==> src/lsa_pkg.sv <==
`default_nettype none

package lsa_pkg;

  // table geometry
  localparam int unsigned Slots = 64;
  localparam int unsigned IdxW  = $clog2(Slots);
  localparam int unsigned LenW  = $clog2(Slots + 1);

  // request and result field widths
  localparam int unsigned ModeW = 3;
  localparam int unsigned IdW   = 6;
  localparam int unsigned AddrW = 32;
  localparam int unsigned StatW = 2;

  // all ones marks a free slot
  localparam logic [AddrW-1:0] FreeMark = '1;

  typedef logic [IdxW-1:0] idx_t;
  typedef logic [LenW-1:0] len_t;

  typedef enum logic [ModeW-1:0] {
    MODE_ALLOC = 3'd0,
    MODE_FREE  = 3'd1,
    MODE_PLACE = 3'd2,
    MODE_READ  = 3'd3,
    MODE_CLEAR = 3'd4
  } mode_e;

  typedef enum logic [StatW-1:0] {
    ST_OK    = 2'd0,
    ST_FULL  = 2'd1,
    ST_RANGE = 2'd2
  } status_e;

  typedef enum logic [3:0] {
    S_IDLE = 4'b0001,
    S_READ = 4'b0010,
    S_SCAN = 4'b0100,
    S_TRIM = 4'b1000
  } state_e;

endpackage

`default_nettype wire

==> src/lsa_slot_ram.sv <==
`default_nettype none

module lsa_slot_ram #(
  parameter int unsigned Depth = 64,
  parameter int unsigned Width = 32
) (
  input  wire logic                     clk_i,
  input  wire logic                     we_i,
  input  wire logic [$clog2(Depth)-1:0] waddr_i,
  input  wire logic [Width-1:0]         wdata_i,
  input  wire logic                     re_i,
  input  wire logic [$clog2(Depth)-1:0] raddr_i,
  output logic      [Width-1:0]         rdata_o
);

  logic [Width-1:0] mem [Depth];

  always_ff @(posedge clk_i) begin
    if (we_i) begin
      mem[waddr_i] <= wdata_i;
    end
  end

  // registered read: data appears in the cycle after re_i
  always_ff @(posedge clk_i) begin
    if (re_i) begin
      rdata_o <= mem[raddr_i];
    end
  end

endmodule

`default_nettype wire

==> src/label_slot_allocator_unit.sv <==
`default_nettype none

// Label slot allocator: a table of 64 slots, each holding a 32-bit address,
// with all ones meaning free, plus a used length that bounds the live region.
// A request is taken when start_i is high and busy_o is low; its single
// result appears on result_id_o, slot_value_o and status_o for exactly one
// cycle with done_o high, and the receiver cannot stall it. Allocate (when
// slots remain beyond the used length), free of an inner slot or of slot
// zero, place, clear, unused modes and an out-of-range free or read answer
// in the cycle after the request and leave busy_o low, so back-to-back
// requests of these kinds run at one per cycle. A read of a live slot passes
// through S_READ, which takes the registered read data of the slot memory.
// Allocate with the used length at its maximum walks the memory for the
// lowest free slot in S_SCAN, one slot per cycle. Freeing the last live slot
// walks down over trailing free slots in S_TRIM, one per cycle. There is no
// clearing pass after reset: a valid bit per slot makes unwritten slots read
// as free, so the block takes requests right away.
module label_slot_allocator_unit (
  input  wire logic                      clk_i,
  input  wire logic                      rst_ni,
  input  wire logic                      start_i,
  output logic                           busy_o,
  input  wire logic [lsa_pkg::ModeW-1:0] mode_i,
  input  wire logic [lsa_pkg::IdW-1:0]   label_id_i,
  input  wire logic [lsa_pkg::AddrW-1:0] address_i,
  output logic                           done_o,
  output logic      [lsa_pkg::IdW-1:0]   result_id_o,
  output logic      [lsa_pkg::AddrW-1:0] slot_value_o,
  output logic      [lsa_pkg::StatW-1:0] status_o
);
  import lsa_pkg::*;

  // control state
  state_e             state_q, state_d;
  len_t               used_q, used_d;
  idx_t               chk_q, chk_d;
  logic [Slots-1:0]   valid_q;
  logic               vld_rd_q;

  // result registers
  logic               done_q, done_d;
  logic [IdW-1:0]     rid_q, rid_d;
  logic [AddrW-1:0]   val_q, val_d;
  logic [StatW-1:0]   st_q, st_d;

  // memory ports
  logic               ram_we, ram_re, clr;
  idx_t               ram_waddr, ram_raddr;
  logic [AddrW-1:0]   ram_wdata, ram_rdata;

  logic               in_range, is_last, slot_free;
  idx_t               lbl_idx;

  lsa_slot_ram #(
    .Depth (Slots),
    .Width (AddrW)
  ) u_ram (
    .clk_i   (clk_i),
    .we_i    (ram_we),
    .waddr_i (ram_waddr),
    .wdata_i (ram_wdata),
    .re_i    (ram_re),
    .raddr_i (ram_raddr),
    .rdata_o (ram_rdata)
  );

  assign lbl_idx   = idx_t'(label_id_i);
  assign in_range  = (len_t'(label_id_i) < used_q);
  // only meaningful when in range, so used_q is nonzero
  assign is_last   = (len_t'(label_id_i) == (used_q - len_t'(1)));
  // a slot never written since reset or clear reads as free
  assign slot_free = !vld_rd_q || (ram_rdata == FreeMark);

  always_comb begin
    state_d   = state_q;
    used_d    = used_q;
    chk_d     = chk_q;
    done_d    = 1'b0;
    rid_d     = rid_q;
    val_d     = val_q;
    st_d      = st_q;
    ram_we    = 1'b0;
    ram_waddr = lbl_idx;
    ram_wdata = FreeMark;
    ram_re    = 1'b0;
    ram_raddr = lbl_idx;
    clr       = 1'b0;

    unique case (state_q)
      S_IDLE: begin
        if (start_i) begin
          rid_d = label_id_i;
          val_d = '0;
          st_d  = ST_OK;
          unique case (mode_i)
            MODE_ALLOC: begin
              if (used_q < len_t'(Slots)) begin
                // take the slot at the end of the live region
                ram_we    = 1'b1;
                ram_waddr = idx_t'(used_q);
                ram_wdata = '0;
                used_d    = used_q + len_t'(1);
                rid_d     = IdW'(used_q);
                done_d    = 1'b1;
              end else begin
                // start the free-slot scan at slot zero
                ram_re    = 1'b1;
                ram_raddr = '0;
                chk_d     = '0;
                state_d   = S_SCAN;
              end
            end
            MODE_FREE: begin
              if (!in_range) begin
                st_d   = ST_RANGE;
                done_d = 1'b1;
              end else begin
                ram_we    = 1'b1;
                ram_wdata = FreeMark;
                if (is_last) begin
                  used_d = len_t'(label_id_i);
                  if (label_id_i == '0) begin
                    done_d = 1'b1;
                  end else begin
                    // look at the slot below for the trailing trim
                    ram_re    = 1'b1;
                    ram_raddr = lbl_idx - idx_t'(1);
                    state_d   = S_TRIM;
                  end
                end else begin
                  done_d = 1'b1;
                end
              end
            end
            MODE_PLACE: begin
              if (in_range) begin
                ram_we    = 1'b1;
                ram_wdata = address_i;
              end else begin
                st_d = ST_RANGE;
              end
              done_d = 1'b1;
            end
            MODE_READ: begin
              if (in_range) begin
                ram_re  = 1'b1;
                state_d = S_READ;
              end else begin
                st_d   = ST_RANGE;
                done_d = 1'b1;
              end
            end
            MODE_CLEAR: begin
              // every slot at or past the used length is already free
              clr    = 1'b1;
              used_d = '0;
              done_d = 1'b1;
            end
            default: begin
              done_d = 1'b1;
            end
          endcase
        end
      end
      S_READ: begin
        val_d   = vld_rd_q ? ram_rdata : FreeMark;
        done_d  = 1'b1;
        state_d = S_IDLE;
      end
      S_SCAN: begin
        if (slot_free) begin
          ram_we    = 1'b1;
          ram_waddr = chk_q;
          ram_wdata = '0;
          rid_d     = IdW'(chk_q);
          done_d    = 1'b1;
          state_d   = S_IDLE;
        end else if (chk_q == idx_t'(Slots - 1)) begin
          rid_d   = '0;
          st_d    = ST_FULL;
          done_d  = 1'b1;
          state_d = S_IDLE;
        end else begin
          ram_re    = 1'b1;
          ram_raddr = chk_q + idx_t'(1);
          chk_d     = chk_q + idx_t'(1);
        end
      end
      S_TRIM: begin
        // read data is the slot just below the used length
        if (slot_free) begin
          used_d = used_q - len_t'(1);
          if (used_q == len_t'(1)) begin
            done_d  = 1'b1;
            state_d = S_IDLE;
          end else begin
            ram_re    = 1'b1;
            ram_raddr = idx_t'(used_q - len_t'(2));
          end
        end else begin
          done_d  = 1'b1;
          state_d = S_IDLE;
        end
      end
      default: begin
        state_d = S_IDLE;
      end
    endcase
  end

  always_ff @(posedge clk_i or negedge rst_ni) begin
    if (!rst_ni) begin
      state_q  <= S_IDLE;
      used_q   <= '0;
      chk_q    <= '0;
      valid_q  <= '0;
      vld_rd_q <= 1'b0;
      done_q   <= 1'b0;
    end else begin
      state_q <= state_d;
      used_q  <= used_d;
      chk_q   <= chk_d;
      done_q  <= done_d;
      if (clr) begin
        valid_q <= '0;
      end else if (ram_we) begin
        valid_q[ram_waddr] <= 1'b1;
      end
      // valid bit travels with the memory read data
      if (ram_re) begin
        vld_rd_q <= valid_q[ram_raddr];
      end
    end
  end

  // result payload
  always_ff @(posedge clk_i) begin
    rid_q <= rid_d;
    val_q <= val_d;
    st_q  <= st_d;
  end

  assign busy_o       = (state_q != S_IDLE);
  assign done_o       = done_q;
  assign result_id_o  = rid_q;
  assign slot_value_o = val_q;
  assign status_o     = st_q;

`ifndef ASSERT_OFF
  // a long operation always ends with its result strobe
  assert property (@(posedge clk_i) disable iff (!rst_ni)
    $fell(busy_o) |-> done_o)
    else $error("busy dropped without a result");

  // busy only follows an accepted request
  assert property (@(posedge clk_i) disable iff (!rst_ni)
    $rose(busy_o) |-> $past(start_i))
    else $error("busy rose without a request");

  // scan only runs with the live region at full size
  assert property (@(posedge clk_i) disable iff (!rst_ni)
    (state_q == S_SCAN) |-> (used_q == len_t'(Slots)))
    else $error("scan with slots left past the used length");

  // used length never exceeds the table
  assert property (@(posedge clk_i) disable iff (!rst_ni)
    used_q <= len_t'(Slots))
    else $error("used length out of range");

  // a full answer carries id zero
  assert property (@(posedge clk_i) disable iff (!rst_ni)
    (done_o && (status_o == ST_FULL)) |-> (result_id_o == '0))
    else $error("full result with nonzero id");
`endif

endmodule

`default_nettype wire

==> config.mk <==
export PLATFORM = sky130hd
export DESIGN_NAME = label_slot_allocator_unit
export DESIGN_NICKNAME = d
export VERILOG_FILES = /design/src/lsa_pkg.sv /design/src/lsa_slot_ram.sv /design/src/label_slot_allocator_unit.sv
export SDC_FILE = /design/constraint.sdc
export NUM_CORES = 2
export LEC_CHECK = 0
export ABC_AREA = 0
export ABC_CLOCK_PERIOD_IN_PS = 7500
export BUFFER_PORTS_ARGS = -buffer_cell sky130_fd_sc_hd__clkbuf_2
export CORE_MARGIN = 2
export CORE_UTILIZATION = 25
export DETAILED_ROUTE_END_ITERATION = 16
export GPL_TIMING_DRIVEN = 0
export SYNTH_ARGS = -nofsm -noshare
export SYNTH_HDL_FRONTEND = slang
export SYNTH_HIERARCHICAL = 1
export SYNTH_SLANG_ARGS = --single-unit
==> constraint.sdc <==
create_clock -name clk_i -period 7.5 [get_ports clk_i]
set_clock_uncertainty 0.1 [all_clocks]
set_input_delay 0.375 -clock clk_i [delete_from_list [all_inputs] [get_ports clk_i]]
set_output_delay 0.375 -clock clk_i [all_outputs]
set_load 0.005 [all_outputs]
==> results.py <==
metrics = {
    "clock_network": {
        "cts_max_level": 4,
        "cts_tree": "yes",
        "cts_setup_buffers": 0,
        "cts_sinks": 2203,
        "path_clk_slew_ns": 0.07,
        "clk_latency_ns": 0.87,
        "clock-root-buffer": "clkbuf_16",
        "numCtsBuffers": 212,
        "cts.path.max_buffers": 3,
    },
    "route": {
        "ant_nets": 0,
        "detail_route.vias_per_cell": 4.99,
        "routed_wl_um": 267000,
        "first_iter_violations": 6789,
        "vias": 47500,
        "avgRoutedWirePerCell_um": 28.0,
        "drtPass1Iterations": 8,
        "drcViolationCount": 0,
    },
    "timing": {
        "hold_viol": 0,
        "final-max-slew-violation-count": 0,
        "period_minus_slack_ns": 7.41,
        "timing.fmax_ghz": 0.135,
        "relSlewSlack": 0.0966,
        "setup-tns-final_ns": 0,
        "tightest_slew_ns": 1.36,
        "setup_viol_count_final": 0,
        "holdWs_ns": 0.0725,
        "rsz0062_at_grt": "yes",
        "period_share": 0.988,
    },
    "global_routing": {
        "grt_overflow": 0,
        "antenna_found_initial": 18,
        "grt_max_degree": 50,
        "grtUsageTotal": 0.148,
        "grt_pass1_vias": 46800,
        "grt_pass1_wl_um": 365000,
    },
    "min_path": {
        "hold_path_class": "primary input to flip-flop",
    },
    "cells_and_area": {
        "syn2layout_area_growth_pct": 19.2,
        "design_area_um2": 103000,
        "drive_gt1_frac": 0.247,
        "nNetsFinal": 4814,
        "fillers": 33300,
    },
    "setup_path": {
        "path_class": "flip-flop to flip-flop",
        "cp-start-kind": "flip-flop",
        "path_max_fanout": 10,
        "crit_required_ns": 7.92,
        "cp.arrival_ns": 7.83,
        "critPathCaptureType": "flip-flop",
    },
    "power": {
        "peakVddDrop_mv": 0.219,
        "p_per_area_nw_per_um2": 290,
        "p_leak_nw": 32.0,
    },
    "floorplanning": {
        "core_area_um2": 346000,
        "start_util": 0.251,
        "die-width_um": 593,
        "design.die.area_um2": 351000,
        "die_height_um": 593,
        "ios": 86,
        "num_rows": 216,
    },
    "flow_run": {
        "maxCapViolCount": 0,
    },
    "placed_design": {
        "hpwlAfterDp_um": 183000,
        "routabilityCongestion": 0.865,
        "dpl_cell_area_um2": 96200,
        "port_buffers": 84,
    },
    "run_status": {
        "status": "finished, final reports clean",
    },
    "synthesis": {
        "synthArstFlopShare": 0.0377,
        "synth_area_um2": 86700,
        "synth_edf_count": 2120,
        "synth_cells": 4328,
        "syn-mean-instance-area_um2": 20.0,
        "yosys_warnings": 6,
        "synthFlopType": "edfxtp_1",
        "yosysUniqueCellTypes": 83,
        "seq_area_frac_synth": 0.758,
        "ys_seq_elements": 2203,
        "synth_nets": 4386,
    },
}
cells by family (layout without fill, tap and decap cells):
group	after synthesis	after routing	share of synthesized area
flops	2203	2203	0.758
fa+ha+maj	14	14	0.00202
simple gates	505	505	0.0282
mux	658	658	0.140
other cells	0	11	0
compound gates	642	642	0.0502
buf+inv	288	891	0.0190
xor+xnor	18	18	0.00182
Yosys cell counts, drive strengths merged (12+ instances only):
cell       n  area share
a211oi    28      0.0025
a21oi    143      0.0083
a221oi    13      0.0015
a22o      14      0.0014
a22oi    130       0.011
a311o     12      0.0014
a31oi     27      0.0019
and3      17      0.0012
buf      145       0.013
clkbuf   112      0.0049
dfrtp     82       0.024
edfxtp  2120        0.73
ha        14      0.0020
inv       30      0.0013
mux2i    212       0.024
mux4     446        0.12
nand2     95      0.0041
nand3     61      0.0035
nand4     14      0.0010
nor2     198      0.0086
nor2b     20      0.0014
nor3      29      0.0018
o211ai    18      0.0016
o21a      33      0.0029
o21ai     90      0.0052
o221ai    17      0.0017
o22a      15      0.0015
o22ai     46      0.0033
xnor2     15      0.0015
flip-flops by register name, indices dropped and copies added, names as in the netlist, 2 cells and up:
signal / cells
chk_q: 6
result_id_o: 6
slot_value_o: 32
state_q: 4
status_o: 2
u_ram/mem: 2048
u_ram/rdata_o: 32
used_q: 7
valid_q: 64
metrics by stage:
| step | power, mW | worst slack, ns | utilization | instances |
|---|---|---|---|---|
| after floorplan | 17.0 | 2.28 | - | 4328 |
| after global placement | 19.3 | -2.38 | 0.269 | 8990 |
| after detailed placement | 19.4 | -0.177 | 0.278 | 9110 |
| after CTS | 30.0 | 0.101 | 0.299 | 9508 |
| after global routing | 30.7 | -0.0173 | 0.299 | 9515 |
| final | 30.0 | 0.0907 | 0.299 | 9520 |
worst max-delay path: stages (launching register included):
cell and delay, ns:
dfrtp_1 0.58, inv_1 0.25, ha_1 0.35, a211oi_1 0.21
nand2_1 0.12, a211oi_2 0.28, nand4b_2 0.31, or3_1 0.43
buf_2 0.17, nor2_1 0.08, o21ai_0 0.07, nor4b_1 0.22
inv_1 0.43, clkbuf_1 0.59, nand2b_1 0.20, clkbuf_1 0.87
o221ai_1 0.28, a21oi_1 0.52, a21oi_1 0.09, a311oi_1 0.88
layout make-up:
class                   count  area [um2]  share of cell area
multi-input cells        1837       20200               0.195
clock inverters           132        1410              0.0136
inverters                  31         116             0.00113
well taps                4578        5730              0.0554
plain buffers             256        1540              0.0149
repair buffers            215        3070              0.0297
flip-flops and latches   2203       65700               0.636
diodes                     11        27.5            0.000266
clock buffers             257        5520              0.0534
layout by cell type, fill, tap and decap left out, types with 14 or more instances in the layout:
| cell | netlist | layout |
|---|---|---|
| a211oi_1 | 27 | 27 |
| a21oi_1 | 143 | 111 |
| a21oi_4 | 0 | 32 |
| a22o_1 | 14 | 14 |
| a22oi_1 | 130 | 130 |
| a31oi_1 | 27 | 27 |
| and3_1 | 17 | 17 |
| buf_12 | 4 | 103 |
| buf_16 | 0 | 19 |
| buf_2 | 61 | 61 |
| buf_4 | 30 | 31 |
| buf_6 | 34 | 34 |
| bufinv_16 | 0 | 24 |
| clkbuf_1 | 111 | 150 |
| clkbuf_16 | 0 | 214 |
| clkbuf_2 | 1 | 86 |
| clkinv_1 | 1 | 54 |
| clkinv_2 | 0 | 33 |
| dfrtp_1 | 82 | 82 |
| edfxtp_1 | 2120 | 2120 |
| ha_1 | 14 | 14 |
| inv_1 | 28 | 28 |
| mux2i_1 | 212 | 212 |
| mux4_2 | 446 | 446 |
| nand2_1 | 95 | 94 |
| nand3_1 | 61 | 61 |
| nand4_1 | 14 | 14 |
| nor2_1 | 197 | 131 |
| nor2_4 | 0 | 64 |
| nor2b_1 | 20 | 19 |
| nor3_1 | 26 | 26 |
| o211ai_1 | 17 | 17 |
| o21a_1 | 33 | 33 |
| o21ai_0 | 90 | 89 |
| o221ai_1 | 17 | 17 |
| o22a_1 | 15 | 15 |
| o22ai_1 | 46 | 46 |
| xnor2_1 | 15 | 15 |
power by group:
part	switching (mW)	total, mW	internal (mW)
Combinational	3.62	5.38	1.77
Clock	4.64	10.7	6.07
Sequential	0.0982	13.9	13.8
per-layer routing:
metal,up-vias,track usage,part of all wire
li1,18900,-,-
met1,25300,0.192,0.38
met2,2917,0.238,0.47
met3,470,0.0341,0.11
met4,8,0.0594,0.043
met5,-,0,0.00023
worst paths after layout:
kind	endpoint	slack, ns	start	cells past startpoint
min in group asynchronous	used_q[6]	0.55	rst_ni	4
hold reg to reg	valid_q[29]	0.40	valid_q[29]	2
setup reg to reg	u_ram/rdata_o[15]	0.09	used_q[2]	19
setup / recovery	u_ram/rdata_o[15]	0.09	used_q[2]	19
hold / removal	state_q[1]	0.07	mode_i[2]	3
max in group asynchronous	state_q[0]	6.44	rst_ni	4
repair_timing:
action | CTS | global route
hold buffers | 10 | 0
setup endpoints to repair | 4 | 7
hold endpoints to repair | 91 | 0
resized for setup | 0 | 3
gates cloned | 0 | 0
No activity file was read; power rests on OpenSTA's default activity.
